### src/design/sht_pkg.sv
// Types and constants shared across the session handle table.
`default_nettype none
package sht_pkg;

	localparam int HANDLE_W   = 32;
	localparam int SLOT_OUT_W = 3;
	// Widest slot number the table supports (up to 64 slots).
	localparam int SLOT_NUM_W = 6;

	localparam logic [HANDLE_W-1:0] HANDLE_BASE_RESET = 32'h0200_0000;
	localparam logic [HANDLE_W-1:0] SEQ_RESET         = 32'd1;
	localparam logic [HANDLE_W-1:0] FREE_HANDLE       = '0;

	typedef enum logic [1:0] {
		OP_CREATE = 2'd0,
		OP_LOOKUP = 2'd1,
		OP_FLUSH  = 2'd2,
		OP_CLEAR  = 2'd3
	} opcode_t;

	typedef enum logic [1:0] {
		ST_OK        = 2'd0,
		ST_FULL      = 2'd1,
		ST_NOT_FOUND = 2'd2
	} status_t;

	// Outcome of the parallel slot search.
	typedef struct packed {
		logic                  free_hit;
		logic [SLOT_NUM_W-1:0] free_idx;
		logic                  match_hit;
		logic [SLOT_NUM_W-1:0] match_idx;
	} slot_search_t;

	// Write command into the slot array.
	typedef struct packed {
		logic                  set;
		logic                  flush;
		logic                  clear_all;
		logic [SLOT_NUM_W-1:0] idx;
	} slot_upd_t;

endpackage
`default_nettype wire

### src/design/sht_if.sv
// Valid/ready channel interfaces for request and response words.
`default_nettype none
interface sht_req_if;
	logic                              valid;
	logic                              ready;
	sht_pkg::opcode_t                  opcode;
	logic [sht_pkg::HANDLE_W-1:0]      req_handle;

	modport source (output valid, output opcode, output req_handle, input ready);
	modport sink   (input valid, input opcode, input req_handle, output ready);
endinterface

interface sht_rsp_if;
	logic                              valid;
	logic                              ready;
	sht_pkg::status_t                  status;
	logic [sht_pkg::HANDLE_W-1:0]      handle_out;
	logic [sht_pkg::SLOT_OUT_W-1:0]    slot_index;

	modport source (output valid, output status, output handle_out, output slot_index,
		input ready);
	modport sink   (input valid, input status, input handle_out, input slot_index,
		output ready);
endinterface
`default_nettype wire

### src/design/session_handle_table_unit.sv
// Top level of the session handle table.
`default_nettype none
// Session handle table: SLOT_COUNT slots, each holding a 32-bit handle, zero
// meaning free. Requests (create, lookup, flush, clear) arrive on req, one
// response word per request leaves on rsp. A request is registered, then a
// single pass of SLOT_COUNT parallel compares plus a priority encoder picks the
// lowest free or matching slot, updates the table and fills the response
// register. Throughput is one request per clock unless rsp.ready stalls the
// response register. The back-to-back rate holds because the table and
// sequence counter are updated in the same cycle the response is formed, so
// the next request sees the new state. A response stalled on rsp.ready holds;
// the input register still accepts one more word behind it. New handles are
// handle_base | sequence; the sequence starts at 1, wraps at 2^32 and returns
// to 1 on clear. A request naming handle zero never matches. handle_base is
// written through cfg_we/cfg_wdata; the user must do so only while the block
// is idle, and the block itself does not enforce this.
module session_handle_table_unit #(
	parameter int SLOT_COUNT = 8
) (
	input  wire logic                          clk,
	input  wire logic                          arst_n,
	input  wire logic                          cfg_we,
	input  wire logic [sht_pkg::HANDLE_W-1:0]  cfg_wdata,
	sht_req_if.sink                            req,
	sht_rsp_if.source                          rsp
);
	import sht_pkg::*;

	// Configuration
	logic [HANDLE_W-1:0] handle_base_q;
	logic [HANDLE_W-1:0] next_seq_q;

	// Stage 1: registered request
	logic                valid_s1;
	opcode_t             opcode_s1;
	logic [HANDLE_W-1:0] req_handle_s1;

	// Stage 2: response register
	logic                  valid_s2;
	status_t               status_s2;
	logic [HANDLE_W-1:0]   handle_s2;
	logic [SLOT_OUT_W-1:0] slot_s2;

	logic                  advance;
	slot_search_t          search;
	slot_upd_t             upd;
	logic [HANDLE_W-1:0]   new_handle;
	status_t               status_d;
	logic [HANDLE_W-1:0]   handle_d;
	logic [SLOT_OUT_W-1:0] slot_d;
	logic [HANDLE_W-1:0]   next_seq_d;

	// Stage 1 moves on when the response register is empty or being drained.
	assign advance   = valid_s1 && (!valid_s2 || rsp.ready);
	assign req.ready = !valid_s1 || advance;

	always_ff @(posedge clk or negedge arst_n) begin
		if (!arst_n) begin
			handle_base_q <= HANDLE_BASE_RESET;
		end else if (cfg_we) begin
			handle_base_q <= cfg_wdata;
		end
	end

	always_ff @(posedge clk or negedge arst_n) begin
		if (!arst_n) begin
			valid_s1 <= 1'b0;
		end else if (req.valid && req.ready) begin
			valid_s1 <= 1'b1;
		end else if (advance) begin
			valid_s1 <= 1'b0;
		end
	end

	always_ff @(posedge clk) begin
		if (req.valid && req.ready) begin
			opcode_s1     <= req.opcode;
			req_handle_s1 <= req.req_handle;
		end
	end

	sht_slot_table #(
		.SLOT_COUNT(SLOT_COUNT)
	) u_slots (
		.clk       (clk),
		.arst_n    (arst_n),
		.key       (req_handle_s1),
		.upd       (upd),
		.set_value (new_handle),
		.search    (search)
	);

	assign new_handle = handle_base_q | next_seq_q;

	// Decode the request against the search result; table writes only fire
	// on the cycle the word leaves stage 1.
	always_comb begin
		status_d   = ST_OK;
		handle_d   = '0;
		slot_d     = '0;
		next_seq_d = next_seq_q;
		upd        = '0;
		unique case (opcode_s1)
			OP_CREATE: begin
				if (search.free_hit) begin
					handle_d   = new_handle;
					slot_d     = SLOT_OUT_W'(search.free_idx);
					next_seq_d = next_seq_q + HANDLE_W'(1);
					upd.set    = advance;
					upd.idx    = search.free_idx;
				end else begin
					status_d = ST_FULL;
				end
			end
			OP_LOOKUP: begin
				if (search.match_hit) begin
					// the match equals the key, so the key is the stored handle
					handle_d = req_handle_s1;
					slot_d   = SLOT_OUT_W'(search.match_idx);
				end else begin
					status_d = ST_NOT_FOUND;
				end
			end
			OP_FLUSH: begin
				if (search.match_hit) begin
					slot_d    = SLOT_OUT_W'(search.match_idx);
					upd.flush = advance;
					upd.idx   = search.match_idx;
				end else begin
					status_d = ST_NOT_FOUND;
				end
			end
			OP_CLEAR: begin
				next_seq_d    = SEQ_RESET;
				upd.clear_all = advance;
			end
			default: begin
				status_d = ST_NOT_FOUND;
			end
		endcase
	end

	always_ff @(posedge clk or negedge arst_n) begin
		if (!arst_n) begin
			next_seq_q <= SEQ_RESET;
		end else if (advance) begin
			next_seq_q <= next_seq_d;
		end
	end

	always_ff @(posedge clk or negedge arst_n) begin
		if (!arst_n) begin
			valid_s2 <= 1'b0;
		end else if (advance) begin
			valid_s2 <= 1'b1;
		end else if (rsp.ready) begin
			valid_s2 <= 1'b0;
		end
	end

	always_ff @(posedge clk) begin
		if (advance) begin
			status_s2 <= status_d;
			handle_s2 <= handle_d;
			slot_s2   <= slot_d;
		end
	end

	assign rsp.valid      = valid_s2;
	assign rsp.status     = status_s2;
	assign rsp.handle_out = handle_s2;
	assign rsp.slot_index = slot_s2;

endmodule
`default_nettype wire

### src/design/sht_slot_table.sv
// Slot array with parallel free/match search and single-port update.
`default_nettype none
module sht_slot_table #(
	parameter int SLOT_COUNT = 8
) (
	input  wire logic                            clk,
	input  wire logic                            arst_n,
	input  wire logic [sht_pkg::HANDLE_W-1:0]    key,
	input  wire sht_pkg::slot_upd_t              upd,
	input  wire logic [sht_pkg::HANDLE_W-1:0]    set_value,
	output sht_pkg::slot_search_t                search
);
	import sht_pkg::*;

	logic [HANDLE_W-1:0] slot_q [SLOT_COUNT];

	always_ff @(posedge clk or negedge arst_n) begin
		if (!arst_n) begin
			for (int i = 0; i < SLOT_COUNT; i++) slot_q[i] <= FREE_HANDLE;
		end else begin
			for (int i = 0; i < SLOT_COUNT; i++) begin
				if (upd.clear_all) begin
					slot_q[i] <= FREE_HANDLE;
				end else if (upd.set && upd.idx == SLOT_NUM_W'(i)) begin
					slot_q[i] <= set_value;
				end else if (upd.flush && upd.idx == SLOT_NUM_W'(i)) begin
					slot_q[i] <= FREE_HANDLE;
				end
			end
		end
	end

	// Walk from the top down so the lowest-numbered hit wins.
	always_comb begin
		search = '0;
		for (int i = SLOT_COUNT - 1; i >= 0; i--) begin
			if (slot_q[i] == FREE_HANDLE) begin
				search.free_hit = 1'b1;
				search.free_idx = SLOT_NUM_W'(i);
			end
			if (key != FREE_HANDLE && slot_q[i] == key) begin
				search.match_hit = 1'b1;
				search.match_idx = SLOT_NUM_W'(i);
			end
		end
	end

endmodule
`default_nettype wire

### src/flat_wrapper.sv
// flat-port wrapper written by rule: the top's interface ports become plain ports
module session_handle_table_unit_flat import sht_pkg::*;
#(
	parameter int SLOT_COUNT = 8
)
  (clk, arst_n, cfg_we, cfg_wdata, req_valid, req_opcode, req_req_handle, req_ready, rsp_valid, rsp_status, rsp_handle_out, rsp_slot_index, rsp_ready);
  sht_req_if req_i ();
  sht_rsp_if rsp_i ();
  input  wire logic clk;
  input  wire logic arst_n;
  input  wire logic cfg_we;
  input  wire logic [sht_pkg::HANDLE_W-1:0] cfg_wdata;
  input wire logic [$bits(req_i.valid)-1:0] req_valid;
  input wire logic [$bits(req_i.opcode)-1:0] req_opcode;
  input wire logic [$bits(req_i.req_handle)-1:0] req_req_handle;
  output wire logic [$bits(req_i.ready)-1:0] req_ready;
  output wire logic [$bits(rsp_i.valid)-1:0] rsp_valid;
  output wire logic [$bits(rsp_i.status)-1:0] rsp_status;
  output wire logic [$bits(rsp_i.handle_out)-1:0] rsp_handle_out;
  output wire logic [$bits(rsp_i.slot_index)-1:0] rsp_slot_index;
  input wire logic [$bits(rsp_i.ready)-1:0] rsp_ready;
  assign req_i.valid = req_valid;
  assign req_i.opcode = req_opcode;
  assign req_i.req_handle = req_req_handle;
  assign req_ready = req_i.ready;
  assign rsp_valid = rsp_i.valid;
  assign rsp_status = rsp_i.status;
  assign rsp_handle_out = rsp_i.handle_out;
  assign rsp_slot_index = rsp_i.slot_index;
  assign rsp_i.ready = rsp_ready;
  session_handle_table_unit #(.SLOT_COUNT(SLOT_COUNT)) u_core (.clk(clk), .arst_n(arst_n), .cfg_we(cfg_we), .cfg_wdata(cfg_wdata), .req(req_i), .rsp(rsp_i));
endmodule
### config.mk
export PLATFORM = sky130hd
export DESIGN_NAME = session_handle_table_unit_flat
export DESIGN_NICKNAME = d
export VERILOG_FILES = /design/src/design/sht_pkg.sv /design/src/design/sht_if.sv /design/src/design/session_handle_table_unit.sv /design/src/design/sht_slot_table.sv /design/src/flat_wrapper.sv
export SDC_FILE = /design/constraint.sdc
export NUM_CORES = 1
export LEC_CHECK = 0
export BUFFER_PORTS_ARGS = -buffer_cell sky130_fd_sc_hd__buf_2
export CAP_MARGIN = 20
export CORE_ASPECT_RATIO = 0.8
export CORE_MARGIN = 1
export CORE_UTILIZATION = 50
export DETAILED_ROUTE_END_ITERATION = 10
export PLACE_DENSITY = 0.74
export SYNTH_ARGS = -nofsm -noshare
export SYNTH_HDL_FRONTEND = slang
export SYNTH_SLANG_ARGS = --single-unit
### constraint.sdc
create_clock -name clk -period 3.3 [get_ports clk]
set_input_delay 0.33 -clock clk [delete_from_list [all_inputs] [get_ports clk]]
set_output_delay 0.33 -clock clk [all_outputs]
set_load 0.01 [all_outputs]
==> results.toml, run 1 <==
[outcome]
status = "finished with violations"
violations = "design-rule violations, negative setup slack"

[critical_path]
end_kind = "flop"
critPathLaunchType = "flop"
reg2regPathDepth = 13
timing.rr.start = "u_core.req_handle_s1[18]$_DFFE_PP_"
worstSetupPathType = "reg2reg"
critPathRequiredTime_ps = 3750
r2r_slack_ps = -270
arrival_ps = 4020
timing.rr.end = "u_core.u_slots.slot_q[106]$_DFFE_PN0P_"
cp_max_fo = 16

[timing]
fmax_mhz = 280.1
hold_viol = 0
finalMaxSlewViolations = 0
period_share_pct = 108.2
rsz0062_at_grt = "yes"
worst_hold_slack_ps = 6.465
layout_min_cycle_time_ps = 3570
worst_pin_slew_ps = 1095
setup_violations = 262
fin_ws_ps = -269.6
max_slew_margin_pct = 26.71
fin_skew_ps = 19.37

[pwr]
p_per_area_nw_per_um2 = 754.4
total_power_w = 0.01962
irDropWorstVdd_mv = 0.5457
p_leak_nw = 11.73

[min_path]
min_path_type = "in2reg"
min_from = "cfg_wdata[28]"
hold_end = "u_core.handle_base_q[28]$_DFFE_PN0P_"
whs_path_depth = 2

[synthesis]
synthCells = 1653
synth_edf_count = 71
ys_ff_latch = 393
yosys.cell_types.count = 59
yosys_warnings = 0
syn_area_um2 = 19070
yosys.area.top_type = "dfrtp_1"
synth-async-reset-ratio_pct = 81.93
synth_ff_type = "dfrtp_1"
ys_top_cells_by_area = "dfrtp_1 42%, edfxtp_1 11%, a22o_1 8.8%"
avgSynthCellArea_um2 = 11.54
yosysSeqAreaShare_pct = 53.45
synth_top_area_share_pct = 41.99
syn_nets = 1730

[placed_design]
port_buffers = 109
dpl_cell_area_um2 = 22040
gp_congestion = 1.016
dpl.hpwl_um = 47400
pre_cts_ws_ps = -482.3

[route]
drt_iter0_drc = 2389
routed_wl_um = 73330
vias = 17150
post_drt_wl_per_cell_um = 28.08
ant_nets = 0
drcViolationCount = 5
vias_per_cell = 6.568
dr.pass1.iters = 8

[global_route]
grt_pass1_wl_um = 104200
antenna_found_initial = 1
track_usage_pct = 36.62
overflow = 0
grt_pass1_vias = 16210
grt_max_degree = 86

[cts]
clockBufferDepth = 3
cts-root-buf = "clkbuf_16"
htree_levels = 2
clock-sinks = 393
cts_tree = "done"
numCtsBuffers = 41
clkSlewWorstSetupHoldPaths_ps = 60
clock_latency_ps = 570

[job]
maxCapViolCount = 0

[floorplan]
fp.dieH_um = 176.7
rows = 63
die_area_um2 = 38930
core_um2 = 37280
dieWidth_um = 220.3
start_util_pct = 51.15
pin_count = 110

[final_layout]
nNetsFinal = 2168
drive_gt1_share_pct = 33.80
layout_commonest_cell = "dfrtp_1"
post-route-util_pct = 69.75
area_growth_pct = 36.37
final_area_um2 = 26000
most-common-layout-cells = "320 x dfrtp_1, 243 x buf_4, 192 x a22o_1"
n_antenna_cell = 0
regArea_um2 = 10190
n_fill_cell = 2602
multi_input_area_um2 = 9290
==> worst max-delay path, stage by stage (launching register included) <==
cell	delay [ps]
edfxtp_1	460
buf_4	250
xor2_1	180
nor4_1	480
nand4_1	290
nor3_4	270
o21ai_0	130
a31o_2	280
a31oi_4	280
a31oi_4	130
buf_4	160
buf_12	130
buf_16	150
a22o_1	250
==> area by class of cell <==
type / instances / area share (%)
Sequential cell: 393 / 39.19
Multi-Input combinational cell: 1135 / 35.72
Timing Repair Buffer: 505 / 17.50
Clock buffer: 55 / 4.263
Tap cell: 487 / 2.343
Clock inverter: 21 / 0.7602
Inverter: 15 / 0.2165
==> synthesized netlist by cell type, types with 4 or more instances <==
cell type and count:
a31oi_1 7, nand2_1 81, clkbuf_1 69, nor4_1 114
nor2_1 101, mux2_2 32, ha_1 6, o2bb2ai_1 32
xor2_1 150, dfrtp_1 320, nor3_1 18, and2_1 12
and4_1 4, nand4_1 62, nand3_1 14, nand2b_1 5
a22o_1 192, inv_1 15, buf_6 16, or3_1 24
a41oi_1 4, edfxtp_1 71, and3_1 4, o21ai_0 54
xnor2_1 119, buf_4 5, buf_2 17, a21oi_1 26
a32o_2 30
==> power by group <==
group	switching [W]	total, W	leakage, nW	internal, W
clock network	0.00202	0.00464	0.649	0.00261
registers	0.000929	0.00677	5.07	0.00584
logic	0.00452	0.00821	6.01	0.00369
total	0.00747	0.0196	11.7	0.0121
==> metrics by stage <==
stage                     setup TNS (ps)  instances
final                             -48750       2611
after global placement            -72750       2403
after CTS                         -10080       2569
after detailed placement          -91700       2403
after floorplan                        0       1653
after global routing              -87550       2611
==> sequential cells by signal (all words and copies together), names as in the netlist, 2 cells and up <==
register	cells
u_core.handle_base_q	32
u_core.next_seq_q	32
u_core.opcode_s1	2
u_core.req_handle_s1	32
u_core.rsp.handle_out	32
u_core.rsp.slot_index	3
u_core.rsp.status	2
u_core.u_slots.slot_q	256
==> cells by family (layout without fill, tap and decap cells) <==
logic type                 Yosys count  in the layout  share of synthesized area [%]
adders and majority gates            6              6                         0.3937
buffers and inverters              128            596                          3.536
xor gates and xnor gates           269            269                          12.35
muxes                               32             32                          1.890
AOI/OAI and AO/OA                  364            364                          15.39
DFF                                393            393                          53.45
and+or+nand+nor                    461            464                          12.98
==> per-layer routing <==
layer	vias to the layer above	track usage (%)	share of wire, %
met5	-	0	0
met4	0	13.76	4.1
met3	230	11.13	14
met2	1246	51.04	42
met1	8604	53.31	40
li1	7069	-	-
==> how the worst max path moves through the flow <==
stage                                  startpoint                                endpoint  slack (ps)
6_report       u_core.req_handle_s1[18]$_DFFE_PP_  u_core.u_slots.slot_q[106]$_DFFE_PN0P_        -270
5_1_grt        u_core.req_handle_s1[24]$_DFFE_PP_   u_core.u_slots.slot_q[12]$_DFFE_PN0P_        -430
4_1_cts         u_core.req_handle_s1[3]$_DFFE_PP_   u_core.u_slots.slot_q[50]$_DFFE_PN0P_        -140
3_5_place_dp    u_core.req_handle_s1[0]$_DFFE_PP_   u_core.u_slots.slot_q[50]$_DFFE_PN0P_        -480
3_3_place_gp    u_core.req_handle_s1[0]$_DFFE_PP_   u_core.u_slots.slot_q[47]$_DFFE_PN0P_        -410
2_1_floorplan  u_core.req_handle_s1[25]$_DFFE_PP_   u_core.u_slots.slot_q[35]$_DFFE_PN0P_          10
==> repair_timing <==
item / CTS / global route
cloned: 8 / 7
hold endpoints to repair: 133 / 1
buffers inserted: 29 / 34
pin swaps: 68 / 76
hold buffers: 54 / 1
resized for setup: 109 / 102
setup endpoints to repair: 288 / 290
Power figures use the tool's default switching activity.
==> run 2, diff against run 1 <==
--- a/config.mk
+++ b/config.mk
@@ -11,7 +11,7 @@
 export CORE_MARGIN = 1
 export CORE_UTILIZATION = 50
 export DETAILED_ROUTE_END_ITERATION = 10
-export PLACE_DENSITY = 0.74
+export PLACE_DENSITY = 0.71
 export SYNTH_ARGS = -nofsm -noshare
 export SYNTH_HDL_FRONTEND = slang
 export SYNTH_SLANG_ARGS = --single-unit
==> constraint.sdc (replaced) <==
create_clock -name clk -period 4.5 [get_ports clk]
set_input_delay 0.45 -clock clk [delete_from_list [all_inputs] [get_ports clk]]
set_output_delay 0.45 -clock clk [all_outputs]
set_load 0.01 [all_outputs]
==> run 2 against run 1 <==
Effect of this change: the flow finishes with violations (design-rule violations); via count is 11% lower; combinational power shrank 50%; die area stayed put; sequential power is 26% lower; critical endpoint is now u_core.u_slots.slot_q[62]$_DFFE_PN0P_; largest cell class unchanged.
==> results.toml, run 2 (synthesized netlist as in run 1, its figures left out) <==
[critical_path]
slowest_stage = "or4_4"
end_kind = "flop"
critPathRequiredTime_ps = 4930
critPathLaunchType = "flop"
slowest_delay_ps = 720
cp_max_fo = 32
path_cells = "buf_4, xnor2_1, nand4_1, nor4_1, and3_2, o211ai_1, a21oi_1, a21oi_1, buf_4, or4_4, a32o_2"
worstSetupPathType = "reg2reg"
arrival_ps = 4800

[route]
ant_nets = 0
vias_per_cell = 6.672
vias = 15220
routed_wl_um = 67220
dr.pass1.iters = 8
drcViolationCount = 6
drt_iter0_drc = 2065
post_drt_wl_per_cell_um = 29.47

[placed_design]
gp_congestion = 0.9970
pre_cts_ws_ps = 352.6
dpl.hpwl_um = 47580
port_buffers = 109

[pwr]
p_per_area_nw_per_um2 = 579.8
power_frac_seq_pct = 39.8
p_int_w = 0.007883
total_power_w = 0.01264
pwr-share-clk_pct = 27.5
switching_share_pct = 37.62
p_switching_w = 0.004754
p_leak_nw = 9.671
irDropWorstVdd_mv = 0.3418
comb_power_share_pct = 32.7

[cts]
cts_setup_buffers = 0
clockBufferDepth = 3
numCtsBuffers = 41
cts_hold_buf = 0
clock-sinks = 393
htree_levels = 2
cts-root-buf = "clkbuf_16"
cts_tree = "done"
clock_latency_ps = 560
cts-resized-gates = 0
clkSlewWorstSetupHoldPaths_ps = 60

[timing]
hold_viol = 0
finalMaxSlewViolations = 0
fin_ws_ps = 124.5
fmax_mhz = 228.5
period_share_pct = 97.23
setup_violations = 0
fin_skew_ps = 21.00
rsz0062_at_grt = "no"
worst_pin_slew_ps = 1215
max_slew_margin_pct = 18.69
setup_tns_ps = 0
layout_min_cycle_time_ps = 4376

[floorplan]
start_util_pct = 51.15
fp.dieH_um = 176.7
pin_count = 110
rows = 63
die_area_um2 = 38930
core_um2 = 37280
dieWidth_um = 220.3

[global_route]
antenna_found_initial = 0
overflow = 0
met2_usage_pct = 47.75
top_usage_layer = "met1"
use_met3_pct = 13.61
grt_pass1_wl_um = 98080
grt_max_degree = 129
use_met1_pct = 50.98
track_usage_pct = 35.06
grt_pass1_vias = 14540

[final_layout]
area_growth_pct = 14.30
nNetsFinal = 1839
layout_commonest_cell = "dfrtp_1"
largest_reg_flops = 256
n_antenna_cell = 0
post-route-util_pct = 58.46
most-common-layout-cells = "320 x dfrtp_1, 192 x a22o_1, 150 x xor2_1"
drive_gt1_share_pct = 18.73
top_register = "u_core.u_slots.slot_q"

[outcome]
status = "finished with violations"
violations = "design-rule violations"

[job]
maxCapViolCount = 0

[min_path]
min_path_type = "in2async"
-- run 2: changes by cell type in the layout (fill, tap and decap cells not counted), moves of 22 or more --
cell	change
buf_4	-193
buf_6	-41
nor4_1	+30
xnor2_1	+22
buf_12	-24
dlygate4sd3_1	-55
-- run 2: worst max-delay path: cells and delay by family, from the launching register on --
kind,cells,cell delay [ps]
and+or+nand+nor,4,1870
AOI/OAI and AO/OA,4,880
DFF,1,650
buffers and inverters,2,480
xor gates and xnor gates,1,360
-- run 2: final cells by class --
type | instances | area, um2
repair buffers | 179 | 1290
fillers | 3025 | 15490
flip-flops and latches | 393 | 10190
clock inverters | 11 | 140.1
multi-input cells | 1132 | 8295
well taps | 487 | 609.3
inverters | 15 | 56.30
clock buffers | 64 | 1214
-- run 2: final timing paths --
path	from	end	slack (ps)	depth (start not counted)
setup / recovery	u_core.req_handle_s1[25]$_DFFE_PP_	u_core.u_slots.slot_q[62]$_DFFE_PN0P_	120	11
hold / removal	arst_n	u_core.next_seq_q[8]$_DFFE_PN0P_	7	1
setup reg to reg	u_core.req_handle_s1[25]$_DFFE_PP_	u_core.u_slots.slot_q[62]$_DFFE_PN0P_	120	11
hold reg to reg	u_core.handle_base_q[18]$_DFFE_PN0P_	u_core.handle_base_q[18]$_DFFE_PN0P_	510	1
max in group asynchronous	arst_n	u_core.u_slots.slot_q[54]$_DFFE_PN0P_	3360	2
min in group clk	req_req_handle[2]	u_core.req_handle_s1[2]$_DFFE_PP_	60	1
-- run 2: power groups by stage --
stage               Sequential, W  Combinational, W  Clock [W]
floorplan                 0.00480           0.00240          0
global placement          0.00502           0.00387          0
detailed placement        0.00504           0.00392          0
CTS                       0.00499           0.00394    0.00350
global route              0.00508           0.00433    0.00365
finish                    0.00503           0.00413    0.00347
-- run 2: through the flow --
step / hold WS [ps] / std cells / area (um2)
6_report: 6.598 / 2281 / 21800
5_1_grt: 54.50 / 2281 / 21800
4_1_cts: 50.07 / 2280 / 21780
3_5_place_dp: 500.9 / 2205 / 20430
3_3_place_gp: 493.6 / 2201 / 20380
2_1_floorplan: 154.4 / 1653 / 19070
-- run 2: layer usage --
metal  wire, um  up-vias  part of all wire (%)
met2      27620      936                    41
met5         78        -                  0.12
met3       9056      126                    13
met4       1916        2                   2.9
met1      28550     7784                    42
li1           -     6371                     -
==> run 3, diff against run 2 <==
--- a/config.mk
+++ b/config.mk
@@ -11,7 +11,7 @@
 export CORE_MARGIN = 1
 export CORE_UTILIZATION = 50
 export DETAILED_ROUTE_END_ITERATION = 10
-export PLACE_DENSITY = 0.71
+export PLACE_DENSITY = 0.67
 export SYNTH_ARGS = -nofsm -noshare
 export SYNTH_HDL_FRONTEND = slang
 export SYNTH_SLANG_ARGS = --single-unit
==> run 3 against run 2 <==
Effect of this change: the flow finishes with violations (design-rule violations, negative hold slack); final area hardly changed; die area did not move; sequential cell count stayed put; utilization about the same; global-route usage fell by 0.15 points; total power grew 0.22%; register-to-register slack improved by 110 ps; maximum frequency up 2.6%; first-iteration DRC count shrank 13%.
==> results.toml, run 3 (synthesized netlist as in run 1, its figures left out) <==
[outcome]
status = "finished with violations"
violations = "design-rule violations, negative hold slack"

[global_route]
overflow = 0
grt_max_degree = 125
grt_pass1_vias = 14330
grt_pass1_wl_um = 98370
antenna_found_initial = 0
track_usage_pct = 34.90

[critical_path]
crit_cells = 11
slowest_delay_ps = 880
crit_start = "u_core.req_handle_s1[27]$_DFFE_PP_"
critPathRequiredTime_ps = 4990
arrival_ps = 4760
critPathCapture = "u_core.u_slots.slot_q[99]$_DFFE_PN0P_"
timing.rr.end = "u_core.u_slots.slot_q[99]$_DFFE_PN0P_"
worstSetupPathType = "reg2reg"
reg2regPathDepth = 11
cpLargestDelayFamily = "simple AND/OR/NAND/NOR gates"
path_cells = "xor2_1, nor4_1, buf_4, nand4_1, or3_1, and2_1, a41oi_1, nor2_1, a31oi_2, buf_12, a22o_1"
cp_max_fo = 32
r2r_slack_ps = 240
worstPathBufferInverterCount = 2
slowest_stage = "edfxtp_1"
end_kind = "flop"
timing.rr.start = "u_core.req_handle_s1[27]$_DFFE_PP_"
critPathLaunchType = "flop"

[pwr]
p_int_w = 0.008006
p_leak_nw = 9.670
irDropWorstVdd_mv = 0.3639
p_switching_w = 0.004658
switching_share_pct = 36.78
comb_power_share_pct = 31.1
p_per_area_nw_per_um2 = 581.4
pwr-share-clk_pct = 29.0
power_frac_seq_pct = 39.9

[timing]
fin_ws_ps = 236.5
worst_pin_slew_ps = 1188
worst_hold_slack_ps = -39.43
rsz0062_at_grt = "no"
setup_violations = 0
finalMaxSlewViolations = 0
layout_min_cycle_time_ps = 4264
period_share_pct = 94.74
setup_tns_ps = 0
max_slew_margin_pct = 20.54
fmax_mhz = 234.5
fin_skew_ps = 29.97
hold_viol = 9

[cts]
cts_setup_buffers = 0
clock_latency_ps = 560
cts_tree = "done"
clockBufferDepth = 3
cts-root-buf = "clkbuf_16"
numCtsBuffers = 41
htree_levels = 2
clock-sinks = 393
clkSlewWorstSetupHoldPaths_ps = 60

[route]
ant_nets = 0
routed_wl_um = 66450
vias = 15090
dr.pass1.iters = 9
post_drt_wl_per_cell_um = 29.22
drcViolationCount = 4
vias_per_cell = 6.634
drt_iter0_drc = 1792

[placed_design]
pre_cts_ws_ps = 275.3
port_buffers = 109
dpl.hpwl_um = 46580
gp_congestion = 0.9807

[final_layout]
n_fill_cell = 3183
multi_input_area_um2 = 8302
largest_reg_flops = 256
top_register = "u_core.u_slots.slot_q"
nNetsFinal = 1832
area_growth_pct = 14.22
layout_commonest_cell = "dfrtp_1"
n_antenna_cell = 0
regArea_um2 = 10190
most-common-layout-cells = "320 x dfrtp_1, 192 x a22o_1, 150 x xor2_1"
drive_gt1_share_pct = 18.91

[floorplan]
core_um2 = 37280
die_area_um2 = 38930
rows = 63
pin_count = 110
dieWidth_um = 220.3
start_util_pct = 51.15
fp.dieH_um = 176.7

[min_path]
min_path_type = "in2async"

[job]
maxCapViolCount = 0
[run 3: cell types whose count changed in the layout (fill, tap and decap cells not counted)]
cell        before  now
clkbuf_1        14    6
clkinv_2         4    9
buf_12          15   12
buf_6            4    1
bufinv_16        3    6
clkbuf_8         9    8
clkinvlp_4       0    1
inv_4            1    0
nor4_1         114  113
nor4_2           2    3
[run 3: cell type report]
class,count,share of cell area [%]
well taps,487,2.797
clock inverters,19,1.178
inverters,15,0.2585
clock buffers,56,5.434
multi-input cells,1132,38.11
flip-flops and latches,393,46.79
repair buffers,172,5.428
[run 3: per-stage QoR]
stage / cells / power [W] / utilization [%] / cell area, um2
floorplan: 1653 / 0.007207 / - / 19070
global placement: 2198 / 0.008825 / 54.51 / 20320
detailed placement: 2199 / 0.008856 / 54.54 / 20340
CTS: 2274 / 0.01251 / 58.40 / 21780
global route: 2274 / 0.01312 / 58.42 / 21780
finish: 2274 / 0.01266 / 58.42 / 21780
[run 3: per-layer routing]
| layer | routed length, um | GRT usage, % |
|---|---|---|
| met1 | 29450 | 52.69 |
| met2 | 27420 | 47.65 |
| met3 | 8277 | 12.41 |
| met4 | 1300 | 7.414 |
| met5 | 0 | 0 |
[run 3: power groups by stage]
| stage | Clock (W) | Sequential, W | Combinational [W] |
|---|---|---|---|
| after global placement | 0 | 0.00506 | 0.00377 |
| after detailed placement | 0 | 0.00507 | 0.00379 |
| final | 0.00367 | 0.00506 | 0.00394 |
| after global routing | 0.00384 | 0.00511 | 0.00417 |
| after CTS | 0.00369 | 0.00502 | 0.00380 |
| after floorplan | 0 | 0.00480 | 0.00240 |
[run 3: what timing repair did]
action,in CTS,in global routing
hold buffers,0,0
setup endpoints to repair,0,32
hold endpoints to repair,0,0
resized for setup,0,1
[run 3: worst min path at each step]
stage                                    startpoint                                    to  slack, ps  depth (start not counted)
2_1_floorplan                                arst_n   u_core.handle_base_q[0]$_DFFE_PN0P_        150                          0
3_3_place_gp            u_core.valid_s1$_DFFE_PN0P_          u_core.rsp.valid$_DFFE_PN0P_        490                          1
3_5_place_dp   u_core.handle_base_q[27]$_DFFE_PN0P_  u_core.handle_base_q[27]$_DFFE_PN0P_        500                          1
4_1_cts                          req_req_handle[15]    u_core.req_handle_s1[15]$_DFFE_PP_         50                          1
5_1_grt                          req_req_handle[20]    u_core.req_handle_s1[20]$_DFFE_PP_         50                          1
6_report                                     arst_n      u_core.next_seq_q[8]$_DFFE_PN0P_        -40                          1
